### config.mk
export PLATFORM = sky130hd
export DESIGN_NAME = ogru_front
export DESIGN_NICKNAME = d
export VERILOG_FILES = /design/src/hdl/ogru_pkg.sv /design/src/hdl/ogru_front.sv
export SDC_FILE = /design/constraint.sdc
export NUM_CORES = 1
export LEC_CHECK = 0
export CAP_MARGIN = 20
export CORE_AREA = 2 2 119 75
export DETAILED_ROUTE_END_ITERATION = 16
export DIE_AREA = 0 0 121 77
export DONT_BUFFER_PORTS = 1
export PLACE_DENSITY = 0.66
export SETUP_SLACK_MARGIN = 0.3
export SYNTH_ARGS = -nofsm -noshare
export SYNTH_HDL_FRONTEND = slang
export SYNTH_SLANG_ARGS = --single-unit
### constraint.sdc
create_clock -name clk -period 6.7 [get_ports clk]
set_clock_uncertainty 0.2 [all_clocks]
set_input_delay 1.675 -clock clk [delete_from_list [all_inputs] [get_ports clk]]
set_output_delay 1.675 -clock clk [all_outputs]
set_load 0.01 [all_outputs]
### src/hdl/ogru_pkg.sv
`default_nettype none
package ogru_pkg;

	localparam int GRID_DIM   = 128;
	localparam int COUNT_BITS = 16;
	localparam int CRD_BITS   = $clog2(GRID_DIM);
	localparam int ADDR_BITS  = 2 * CRD_BITS;
	localparam int CELL_BITS  = 2 + 2 * COUNT_BITS;

	typedef enum logic [2:0] {
		REQ_RAY   = 3'd0,
		REQ_RING  = 3'd1,
		REQ_DECAY = 3'd2,
		REQ_CLEAR = 3'd3,
		REQ_READ  = 3'd4
	} req_e_t;

	localparam logic [1:0] CLS_UNKNOWN  = 2'd0;
	localparam logic [1:0] CLS_FREE     = 2'd1;
	localparam logic [1:0] CLS_OBSTACLE = 2'd2;

	localparam logic [1:0] CFG_FREE_TH = 2'd0;
	localparam logic [1:0] CFG_OBST_TH = 2'd1;
	localparam logic [1:0] CFG_DECAY   = 2'd2;

	// One queued request between front and back.
	typedef struct packed {
		logic [2:0]        req_type;
		logic signed [9:0] start_x;
		logic signed [9:0] start_y;
		logic signed [9:0] end_x;
		logic signed [9:0] end_y;
		logic [6:0]        inner_radius;
		logic [6:0]        outer_radius;
	} req_t;

	typedef struct packed {
		logic [1:0]            cls;
		logic [COUNT_BITS-1:0] obs;
		logic [COUNT_BITS-1:0] fre;
	} cell_t;

	typedef struct packed {
		logic [1:0]  cell_class;
		logic [15:0] obstacle_count;
		logic [15:0] free_count;
	} res_t;

endpackage
`default_nettype wire

### src/hdl/ogru_front.sv
`default_nettype none
// Two-entry request queue; front side accepts requests, back side pops them.
module ogru_front (
	input  wire logic          clk,
	input  wire logic          arst_n,
	input  wire logic          in_valid,
	output logic               in_ready,
	input  wire ogru_pkg::req_t in_req,
	output logic               q_valid,
	input  wire logic          q_pop,
	output ogru_pkg::req_t     q_req
);
	ogru_pkg::req_t mem_q [2];
	logic wp_q, rp_q;
	logic [1:0] cnt_q;

	assign in_ready = (cnt_q != 2'd2);
	assign q_valid  = (cnt_q != 2'd0);
	assign q_req    = mem_q[rp_q];

	always_ff @(posedge clk) begin
		if (in_valid && in_ready) mem_q[wp_q] <= in_req;
	end

	always_ff @(posedge clk or negedge arst_n) begin
		if (!arst_n) begin
			wp_q <= 1'b0;
			rp_q <= 1'b0;
			cnt_q <= 2'd0;
		end else begin
			if (in_valid && in_ready) wp_q <= ~wp_q;
			if (q_pop && q_valid) rp_q <= ~rp_q;
			cnt_q <= cnt_q + 2'((in_valid && in_ready) ? 1 : 0) - 2'((q_pop && q_valid) ? 1 : 0);
		end
	end
endmodule
`default_nettype wire

==> Word-level counts from Yosys, hierarchy flattened <==
Memory sizes are Yosys's and may differ from the RTL's.
Cells that the tools add are included.
{ "classes": {"div": 0, "n_addsub": 2, "n_shift": 0, "mul": 0, "bitwise_logic": 2, "eq_ne": 1, "n_reduce_logical": 3, "muxes": 4, "n_lt_le_gt_ge": 0} }
{ "ops": {"columns": ["op", "count"], "rows": [
  ["1-bit two-way mux", 4],
  ["2-bit by 1-bit adder with 2-bit output", 1],
  ["1-bit logical AND", 2],
  ["2-bit inequality test, second input constant", 1],
  ["1-bit inverter", 2],
  ["2-bit nonzero test", 1],
  ["2-bit by 1-bit subtractor with 2-bit output", 1]
]} }
{ "word_totals": {"elab_cells": 16, "ramBits": 114, "regBits": 4, "output_inout_bits": 59, "romBits": 0, "latchBits": 0, "memories": 1} }
{ "mem_list": {"columns": ["name", "words", "width", "read_ports", "rd_ports_with_merged_regs", "wr", "line", "rtl"], "rows": [
  ["mem_q", 2, 57, 1, 0, 1, "ogru_front.sv:13", "ogru_pkg::req_t mem_q [2];"]
]} }

==> Logic depth before layout (Yosys ltp) <==
Gate-level depths: netlist (run 1).
{ "logic_depth": {"ltp_word": 5, "depth_mapped": 7} }

==> Least setup slack after synthesis (run 1) <==
OpenSTA, ideal clock, no wires.
{ "synth_path": {"path_type": "input to register", "start": "input in_valid", "end": "memory mem_q[0][0] in the netlist's numbering, enable pin", "arrival_ns": 4.159, "setup_time_ns": 0.472, "slack_ns": 1.869, "path_stages": 2, "path_cell_list": "nand2_1 > nor2_1"} }
{ "synth_via": {"elab_chain_len": 3} }
{ "synth_rtl": {"columns": ["item", "line", "rtl"], "rows": [
  ["from (decl)", "ogru_front.sv:6", "input wire logic in_valid,"],
  ["1-bit logical AND", "ogru_front.sv:22", "if (in_valid && in_ready) mem_q[wp_q] <= in_req;"],
  ["1-bit two-way mux", "ogru_front.sv:22", null],
  ["1-bit two-way mux (not written as such)", "ogru_front.sv:22", null],
  ["to (decl)", "ogru_front.sv:13", null]
]} }
Every way passes these cells.

==> results.toml, run 1 <==
[run_status]
status = "completed"

[finish]
final_net_count = 273
post_route_insts_no_fill = 335
syn_to_final_growth_pct = 14.78
final_core_utilization = 0.6116
drive_above_1_share = 0.3901
antenna_cells_inserted = 0
fillers = 563

[detailed_routing]
route.final.wire_length_um = 6889
dr.pass1.iters = 4
route.vias.total = 1778
ant_nets = 0
post-route-drc-count = 0
detail_route.wl_per_cell_um = 20.56
vias_per_cell = 5.307
dr.first_iter.drc_count = 126

[logic_synthesis]
synthesized_area_fraction_occupied_by_adder_cells = 0.005706
synth_edf_count = 114
share_of_synthesized_cell_area_in_and_or_nand_and_nor_gates = 0.007418
sequential_element_share_of_the_synthesized_area = 0.8034
synth.distinct_cells = 16
syn_area_per_cell_um2 = 22.61
yosysTopAreaCell = "sky130_fd_sc_hd__edfxtp_1"
yosysWarnings = 0
synth_fp_nets = 257
synth.top_cell.area_share = 0.7806
yosys-top-cells-area = "sky130_fd_sc_hd__edfxtp_1, sky130_fd_sc_hd__mux2_2, sky130_fd_sc_hd__mux2_4"
yosys-mux-area-fraction = 0.1635
synth_compound_gate_area_share = 0
netlist_area_mm2 = 0.004385
largest_family_of_logic_cells_by_synthesized_area = "multiplexers"
synth_flop_cell = "sky130_fd_sc_hd__edfxtp_1"
synthArstFlopShare = 0.03390
synth_cells = 194
synth.ff_latch_count = 118
post_synth_xor_area_fraction = 0.007989

[setup_path]
crit_path_max_fanout = 31
reg2reg_slack_ns = 4.59
startpoint_type = "flip-flop"
crit-reg2reg-launch = "cnt_q[0]$_DFF_PN0_"
arrival_ns = 2.17
worstSetupStartpoint = "rp_q$_DFFE_PN0P_"
critPathKind = "flip-flop to primary output"
cp.required_ns = 4.83
end_kind = "primary output"

[floorplanning]
die_area_mm2 = 0.009317
die_w_um = 121
initial_core_util = 0.5328
core-area_mm2 = 0.008230
rows = 26
design.portCount = 120
fp.dieH_um = 77

[global_routing]
maximum_number_of_pins_on_one_net_before_global_route_repair = 58
number_of_global_route_vias_before_repair = 1934
track_usage = 0.1585
antenna_found_initial = 0
grt_ovf = 0
grt_first_pass_wirelength_um = 10490

[power]
maximum_ir_drop_on_the_vdd_rail_mv = 0.3023
internal_power_mw = 1.767
power.share.switching = 0.2714
total_power_mw = 2.425
power.combinational.fraction = 0.226
total_switching_power_mw = 0.6580
power_density_mw_per_mm2 = 481.7
share_seq_of_total_power = 0.450
static-leakage-power_nw = 1.737
p_clk_frac = 0.324

[timing]
worst_slew_margin_rel = 0.4787
totalNegativeSetupSlack_ns = 0
post-route-period-util = 0.6038
timing.final.setup_violations = 0
unrepaired_setup_endpoints_after_global_routing = "false"
hold_viol_final = 0
finalWorstPathRequiredPeriod_ns = 4.046
timing.fmax_mhz = 247.2
final_max_slew_viol_count = 0
worst_pin_slew_ns = 0.7820

[hold_path]
min-delay-start = "cnt_q[0]$_DFF_PN0_"
min-delay-path-class = "flip-flop to flip-flop"

[clock_network]
insertion_delay_ns = 0.39
cts_max_level = 4
postCtsSetupRepairBufs = 0
clock-root-buffer = "sky130_fd_sc_hd__clkbuf_16"
postCtsHoldBufs = 0
tritoncts = "yes"
numCtsBuffers = 17
cts.sinks = 118
clkTransAtPathRegs_ns = 0.05
cts_resized = 0
clock_tree.buffer_depth = 2

[placement]
gp_congestion = 0.6287
dp_hpwl_um = 4449
number_of_buffer_cells_added_on_primary_ports = 0
placedCellCount = 303

[job]
drv_cap = 0
[power by group through the flow]
stage               logic (mW)  registers, mW  clock network, mW
floorplan                0.502           1.07                  0
global placement         0.535           1.09                  0
detailed placement       0.557           1.11                  0
CTS                      0.559           1.09              0.804
global route             0.587           1.11              0.844
finish                   0.549           1.09              0.786
[cell type report]
cell class / instances / area (um2) / area share
Clock inverter: 6 / 55.05 / 0.01094
Timing Repair Buffer: 3 / 22.52 / 0.004474
Multi-Input combinational cell: 69 / 818.3 / 0.1626
Inverter: 1 / 3.754 / 0.0007457
Tap cell: 112 / 140.1 / 0.02784
Clock buffer: 26 / 469.2 / 0.09321
Sequential cell: 118 / 3525 / 0.7002
[sequential cells by signal (all words and copies together), names as in the netlist]
signal,count
mem_q,114
cnt_q,2
rp_q,1
wp_q,1
[synthesized netlist by cell type, types with 2 or more instances]
cell	number
sky130_fd_sc_hd__buf_2	3
sky130_fd_sc_hd__buf_6	3
sky130_fd_sc_hd__dfrtp_1	4
sky130_fd_sc_hd__edfxtp_1	114
sky130_fd_sc_hd__ha_1	2
sky130_fd_sc_hd__mux2_2	37
sky130_fd_sc_hd__mux2_4	20
sky130_fd_sc_hd__xnor2_1	3
[worst max-delay path: stages, from the launching register on]
cell                      delay [ns]
sky130_fd_sc_hd__dfrtp_2        0.78
sky130_fd_sc_hd__buf_4          0.53
sky130_fd_sc_hd__mux2_2         0.44
[routing by layer]
layer  track usage  share of wire  wire [um]  up-vias
li1              -              -          -      798
met1        0.1761           0.38       2630      889
met2        0.2365           0.49       3364       84
met3        0.1116           0.12        842        7
met4       0.06279         0.0074         51        0
met5             0              0          0        -
[stage by stage]
stage	hold WS [ns]	setup WS, ns	cell area, um2
4_1_cts	0.3559	2.610	5034
3_3_place_gp	0.2961	3.090	4509
5_1_grt	0.3580	2.510	5034
6_report	0.3512	2.654	5034
2_1_floorplan	0.2608	1.869	4385
3_5_place_dp	0.3419	3.027	4509
[kinds of logic (layout without fill, tap and decap cells)]
| kind of cell | Yosys count | after routing |
|---|---|---|
| adders and majority gates | 2 | 2 |
| and+or+nand+nor | 6 | 6 |
| DFF | 118 | 118 |
| buffers and inverters | 7 | 36 |
| xor gates and xnor gates | 4 | 4 |
| muxes | 57 | 57 |
[path summary, 6_finish.rpt]
| check | end | cells after the start |
|---|---|---|
| max | q_req[1] | 2 |
| min | cnt_q[0]$_DFF_PN0_ | 1 |
| max reg2reg | mem_q[0][35]$_DFFE_PP_ | 4 |
| min reg2reg | cnt_q[0]$_DFF_PN0_ | 1 |
| max in group asynchronous | rp_q$_DFFE_PN0P_ | 0 |
| min in group asynchronous | cnt_q[0]$_DFF_PN0_ | 0 |
[placed cells by master (no fill, tap or decap), drive strengths merged, types with 2 or more instances in the layout]
cell    instances
mux2           57
xnor2           3
edfxtp        114
clkbuf         26
ha              2
dfrtp           4
clkinv          5
buf             3
No activity file was read; power rests on OpenSTA's default activity.
==> inputs of run 2 (changes only) <==
--- a/config.mk
+++ b/config.mk
@@ -5,6 +5,7 @@
 export SDC_FILE = /design/constraint.sdc
 export NUM_CORES = 1
 export LEC_CHECK = 0
+export ABC_AREA = 1
 export CAP_MARGIN = 20
 export CORE_AREA = 2 2 119 75
 export DETAILED_ROUTE_END_ITERATION = 16
==> constraint.sdc (replaced) <==
create_clock -name clk -period 4.05 [get_ports clk]
set_clock_uncertainty 0.2 [all_clocks]
set_input_delay 1.0125 -clock clk [delete_from_list [all_inputs] [get_ports clk]]
set_output_delay 1.0125 -clock clk [all_outputs]
set_load 0.01 [all_outputs]
==> run 2 against run 1 <==
Clock power is 100% higher. Synthesized cell count is 70% higher. Die area stayed put. Sequential power is 63% higher. Sequential share of layout area is 1.3 points lower. Global-route usage is 1.6 points higher. Hold slack worse by 0.25 ns. Via count is 30% higher. First-iteration DRC count is 20% higher. Setup slack worse by 1.6 ns. Critical path type unchanged. Largest cell class unchanged. Highest routed layer unchanged.
==> results.toml, run 2 <==
[floorplanning]
die_w_um = 121
rows = 26
die_area_mm2 = 0.009317
initial_core_util = 0.5330
fp.dieH_um = 77
core-area_mm2 = 0.008230
design.portCount = 120

[timing]
finalWorstPathRequiredPeriod_ns = 3.035
post-route-period-util = 0.7493
worst_pin_slew_ns = 0.7787
hold_viol_final = 0
timing.final.setup_violations = 0
timing.fmax_mhz = 329.5
worst_slack_ns = 1.015
worst_hold_margin_ns = 0.09710
worst_slew_margin_rel = 0.4801
totalNegativeSetupSlack_ns = 0
final_max_slew_viol_count = 0
unrepaired_setup_endpoints_after_global_routing = "false"

[setup_path]
worstReg2RegEnd = "mem_q[0][44]$_DFFE_PP_"
critPathKind = "flip-flop to primary output"
cp.required_ns = 2.84
reg2reg_slack_ns = 1.91
reg2reg_depth = 4
timing.critical_path.depth = 3
worstSetupStartpoint = "rp_q$_DFFE_PN0P_"
critical_path.n_buffers_inverters = 1
cp_top_family = "flip-flops"
crit-reg2reg-launch = "cnt_q[1]$_DFF_PN0_"
arrival_ns = 1.82
end_kind = "primary output"
worst_path_max_delay_cell = "sky130_fd_sc_hd__dfrtp_2"
crit_path_max_fanout = 34
worstPathCellList = "buf_4 -> nand2_1 -> nand2_1"
timing.critical_path.slowest_cell_delay_ns = 0.76
startpoint_type = "flip-flop"
timing.critical_path.mode_cell = "sky130_fd_sc_hd__nand2_1"
endpoint = "q_req[34]"

[logic_synthesis]
synthesized_area_fraction_occupied_by_adder_cells = 0.005705
synth.distinct_cells = 11
synth_cells = 330
yosys-mux-area-fraction = 0
largest_family_of_logic_cells_by_synthesized_area = "simple AND/OR/NAND/NOR gates"
sequential_element_share_of_the_synthesized_area = 0.8032
yosysTopAreaCell = "sky130_fd_sc_hd__edfxtp_1"
synth.top_cell.area_share = 0.7804
synth_fp_nets = 393
yosys-top-cells-area = "sky130_fd_sc_hd__edfxtp_1, sky130_fd_sc_hd__nand2_1, sky130_fd_sc_hd__dfrtp_1"
post_synth_xor_area_fraction = 0
synth.ff_latch_count = 118
synth_compound_gate_area_share = 0
yosysWarnings = 0
yosysMostFrequentCell = "sky130_fd_sc_hd__nand2_1"
netlist_area_mm2 = 0.004387
synth_edf_count = 114
share_of_synthesized_cell_area_in_and_or_nand_and_nor_gates = 0.1617
post_synth_most_frequent_cells = "sky130_fd_sc_hd__nand2_1, sky130_fd_sc_hd__edfxtp_1, sky130_fd_sc_hd__inv_1, sky130_fd_sc_hd__buf_2"
synth_flop_cell = "sky130_fd_sc_hd__edfxtp_1"
synthArstFlopShare = 0.03390
syn_area_per_cell_um2 = 13.29

[global_routing]
number_of_global_route_vias_before_repair = 2264
antenna_found_initial = 0
track_usage = 0.1742
grt_ovf = 0
maximum_number_of_pins_on_one_net_before_global_route_repair = 36
grt_first_pass_wirelength_um = 11590

[hold_path]
min-delay-path-class = "input pin to async pin"

[power]
power_density_mw_per_mm2 = 832.3
total_power_mw = 4.269
static-leakage-power_nw = 2.056
maximum_ir_drop_on_the_vdd_rail_mv = 0.4378

[clock_network]
numCtsBuffers = 17
clkTransAtPathRegs_ns = 0.05
tritoncts = "yes"
cts.sinks = 118
postCtsHoldBufs = 0
cts_resized = 0
clock-root-buffer = "sky130_fd_sc_hd__clkbuf_16"
cts_max_level = 4
clock_tree.buffer_depth = 2
insertion_delay_ns = 0.40
postCtsSetupRepairBufs = 0

[job]
drv_cap = 0

[finish]
final_net_count = 406
largest_reg_flops = 114
registers.top_by_ff_count = "mem_q"
drive_above_1_share = 0.1152
syn_to_final_growth_pct = 16.91
most-common-layout-cells = "sky130_fd_sc_hd__nand2_1, sky130_fd_sc_hd__edfxtp_1, sky130_fd_sc_hd__clkbuf_16"
layout_commonest_cell = "sky130_fd_sc_hd__nand2_1"
post_route_insts_no_fill = 468
antenna_cells_inserted = 0
largest_registers = "mem_q x114, cnt_q x2"

[placement]
dp_hpwl_um = 4703
number_of_buffer_cells_added_on_primary_ports = 0
placedCellCount = 436
gp_congestion = 0.6820
place_worst_setup_slack_ns = 1.406

[detailed_routing]
route.final.wire_length_um = 7573
ant_nets = 0
dr.first_iter.drc_count = 151
post-route-drc-count = 0
detail_route.wl_per_cell_um = 16.18
route.vias.total = 2305
dr.pass1.iters = 4
vias_per_cell = 4.925

[run_status]
status = "completed"
-- run 2: cell types whose count changed in the layout (fill, tap and decap cells not counted), sizes merged, moves of 4 or more --
cell,before,now
clkbuf,26,17
bufinv,1,5
inv,1,9
buf,3,7
mux2,57,0
nand2,1,184
-- run 2: layout make-up --
type | instances | area, um2
inverters | 9 | 33.78
clock inverters | 15 | 210.2
clock buffers | 17 | 425.4
multi-input cells | 190 | 742.0
well taps | 112 | 140.1
flip-flops and latches | 118 | 3525
repair buffers | 7 | 52.55
fillers | 601 | 3102
-- run 2: cells by family (layout without fill, tap and decap cells) --
kind of cell | after synthesis | after routing
buf+inv | 22 | 48
fa+ha+maj | 2 | 2
simple gates | 188 | 188
flops | 118 | 118
-- run 2: how the worst min path moves through the flow --
| stage | start | to | slack [ns] | depth (start not counted) |
|---|---|---|---|---|
| floorplan | wp_q$_DFFE_PN0N_ | wp_q$_DFFE_PN0N_ | 0.24 | 2 |
| global placement | wp_q$_DFFE_PN0N_ | wp_q$_DFFE_PN0N_ | 0.25 | 2 |
| detailed placement | wp_q$_DFFE_PN0N_ | wp_q$_DFFE_PN0N_ | 0.30 | 2 |
| CTS | arst_n | wp_q$_DFFE_PN0N_ | 0.08 | 0 |
| global route | arst_n | rp_q$_DFFE_PN0P_ | 0.07 | 0 |
| finish | arst_n | rp_q$_DFFE_PN0P_ | 0.1 | 0 |
-- run 2: report_power, final --
part	internal, mW	switching, mW	total [mW]
sequential	1.67	0.113	1.78
combinational	0.195	0.708	0.903
clock	1.08	0.502	1.58
-- run 2: metal layers --
| layer | up-vias | share of wire | global-route usage |
|---|---|---|---|
| li1 | 1131 | - | - |
| met4 | 0 | 0.014 | 0.07558 |
| met3 | 13 | 0.14 | 0.1317 |
| met2 | 95 | 0.45 | 0.2629 |
| met1 | 1066 | 0.39 | 0.1816 |
| met5 | - | 0 | 0 |
-- run 2: stage by stage --
stage / cell area (um2) / util
floorplan: 4389 / -
global placement: 4493 / 0.5459
detailed placement: 4493 / 0.5459
CTS: 5129 / 0.6231
global route: 5129 / 0.6231
finish: 5129 / 0.6231
==> inputs of run 3 (changes only) <==
==> constraint.sdc (replaced) <==
create_clock -name clk -period 3 [get_ports clk]
set_clock_uncertainty 0.2 [all_clocks]
set_input_delay 0.75 -clock clk [delete_from_list [all_inputs] [get_ports clk]]
set_output_delay 0.75 -clock clk [all_outputs]
set_load 0.01 [all_outputs]
==> run 3 against run 2 <==
Hold slack improved by 0.15 ns. Clock power rose by 19%. Via count rose by 0.61%. Highest routed layer unchanged.
==> results.toml, run 3 (synthesis results as in run 2) <==
[placement]
place_worst_setup_slack_ns = 0.8569
gp_congestion = 0.6883
post_dp_cell_area_mm2 = 0.004518
number_of_buffer_cells_added_on_primary_ports = 0
dp_hpwl_um = 4639

[detailed_routing]
route.final.wire_length_um = 7615
post-route-drc-count = 0
dr.first_iter.drc_count = 153
dr.pass1.iters = 4
ant_nets = 0
route.vias.total = 2319
detail_route.wl_per_cell_um = 16.24
vias_per_cell = 4.945

[power]
maximum_ir_drop_on_the_vdd_rail_mv = 0.7119
static-leakage-power_nw = 2.032
power_density_mw_per_mm2 = 1092

[floorplanning]
design.portCount = 120
fp.dieH_um = 77
die_w_um = 121
rows = 26
initial_core_util = 0.5330
core-area_mm2 = 0.008230
die_area_mm2 = 0.009317

[hold_path]
worst_hold_path.num_cells = 0
min-delay-start = "in_req[16]"
min-delay-path-class = "input pin to flip-flop"
hold-path-endpoint = "mem_q[0][16]$_DFFE_PP_"

[run_status]
status = "completed"

[setup_path]
reg2reg_depth = 4
reg2reg_slack_ns = 1.10
end_kind = "primary output"
worstReg2RegEnd = "mem_q[0][47]$_DFFE_PP_"
crit_path_max_fanout = 58
critPathKind = "flip-flop to primary output"
worstSetupStartpoint = "rp_q$_DFFE_PN0P_"
cp.required_ns = 2.05
startpoint_type = "flip-flop"
crit-reg2reg-launch = "cnt_q[1]$_DFF_PN0_"
arrival_ns = 1.60

[clock_network]
cts_max_level = 4
postCtsSetupRepairBufs = 0
cts.sinks = 118
clkTransAtPathRegs_ns = 0.05
tritoncts = "yes"
clock-root-buffer = "sky130_fd_sc_hd__clkbuf_16"
numCtsBuffers = 17
insertion_delay_ns = 0.40
clock_tree.buffer_depth = 2

[timing]
timing.fmax_mhz = 392.3
worst_slack_ns = 0.4510
post-route-period-util = 0.8497
worst_pin_slew_ns = 0.6358
worst_slew_margin_rel = 0.5762
totalNegativeSetupSlack_ns = 0
hold_viol_final = 0
finalWorstPathRequiredPeriod_ns = 2.549
unrepaired_setup_endpoints_after_global_routing = "false"
final_max_slew_viol_count = 0
timing.final.setup_violations = 0

[finish]
multiInputGateArea_um2 = 742.0
antenna_cells_inserted = 0
largest_reg_flops = 114
stdcell_area_mm2 = 0.005085
drive_above_1_share = 0.09524
most-common-layout-cells = "sky130_fd_sc_hd__nand2_1, sky130_fd_sc_hd__edfxtp_1, sky130_fd_sc_hd__clkbuf_16"
final_net_count = 407
ff_latch_area_mm2 = 0.003525
registers.top_by_ff_count = "mem_q"
syn_to_final_growth_pct = 15.92
layout_commonest_cell = "sky130_fd_sc_hd__nand2_1"
fillers = 633
largest_registers = "mem_q x114, cnt_q x2"

[global_routing]
grt_ovf = 0
maximum_number_of_pins_on_one_net_before_global_route_repair = 59
number_of_global_route_vias_before_repair = 2385
track_usage = 0.1788
grt_first_pass_wirelength_um = 12010
antenna_found_initial = 0

[job]
drv_cap = 0
==> run 3: layer usage <==
layer | part of all wire | up-vias | track usage
met5 | 0 | - | 0
met4 | 0.0072 | 0 | 0.07326
met3 | 0.14 | 6 | 0.1190
met2 | 0.47 | 87 | 0.2798
met1 | 0.38 | 1093 | 0.1905
li1 | - | 1133 | -
==> run 3: stage by stage <==
stage	total power, mW	std cells	hold slack [ns]	utilization
after floorplan	3.439	330	0.2419	-
after global placement	3.711	436	0.2545	0.5490
after detailed placement	3.739	436	0.2545	0.5490
after CTS	5.634	469	0.2233	0.6178
after global routing	5.872	469	0.2201	0.6178
final	5.553	469	0.2440	0.6178
==> run 3: cell type report <==
class	count	area share
Sequential cell	118	0.6932
Multi-Input combinational cell	190	0.1459
Clock buffer	26	0.09424
Tap cell	112	0.02756
Timing Repair Buffer	8	0.01722
Clock inverter	6	0.01526
Inverter	9	0.006644
==> run 3: worst max-delay path, cell delays in order (launching register included) <==
cell and delay (ns):
sky130_fd_sc_hd__dfrtp_2 0.36, sky130_fd_sc_hd__buf_4 0.52, sky130_fd_sc_hd__nand2_1 0.13, sky130_fd_sc_hd__nand2_1 0.17
==> run 3: how the worst max path moves through the flow <==
stage	end	slack, ns	cells after the start
6_report	q_req[24]	0.45	3
2_1_floorplan	mem_q[0][0]$_DFFE_PP_	0.43	2
5_1_grt	q_req[34]	0.32	3
3_5_place_dp	q_req[24]	0.86	3
3_3_place_gp	q_req[40]	0.87	3
4_1_cts	q_req[24]	0.41	3
==> run 3: power breakdown <==
part           switching (mW)  internal, mW
sequential             0.0813          2.25
combinational            1.04         0.295
clock                   0.627          1.26
==> run 3: what timing repair did <==
action / CTS / global route
hold endpoints to repair: 4 / 0
hold buffers: 1 / 0
gates resized for setup: 0 / 0
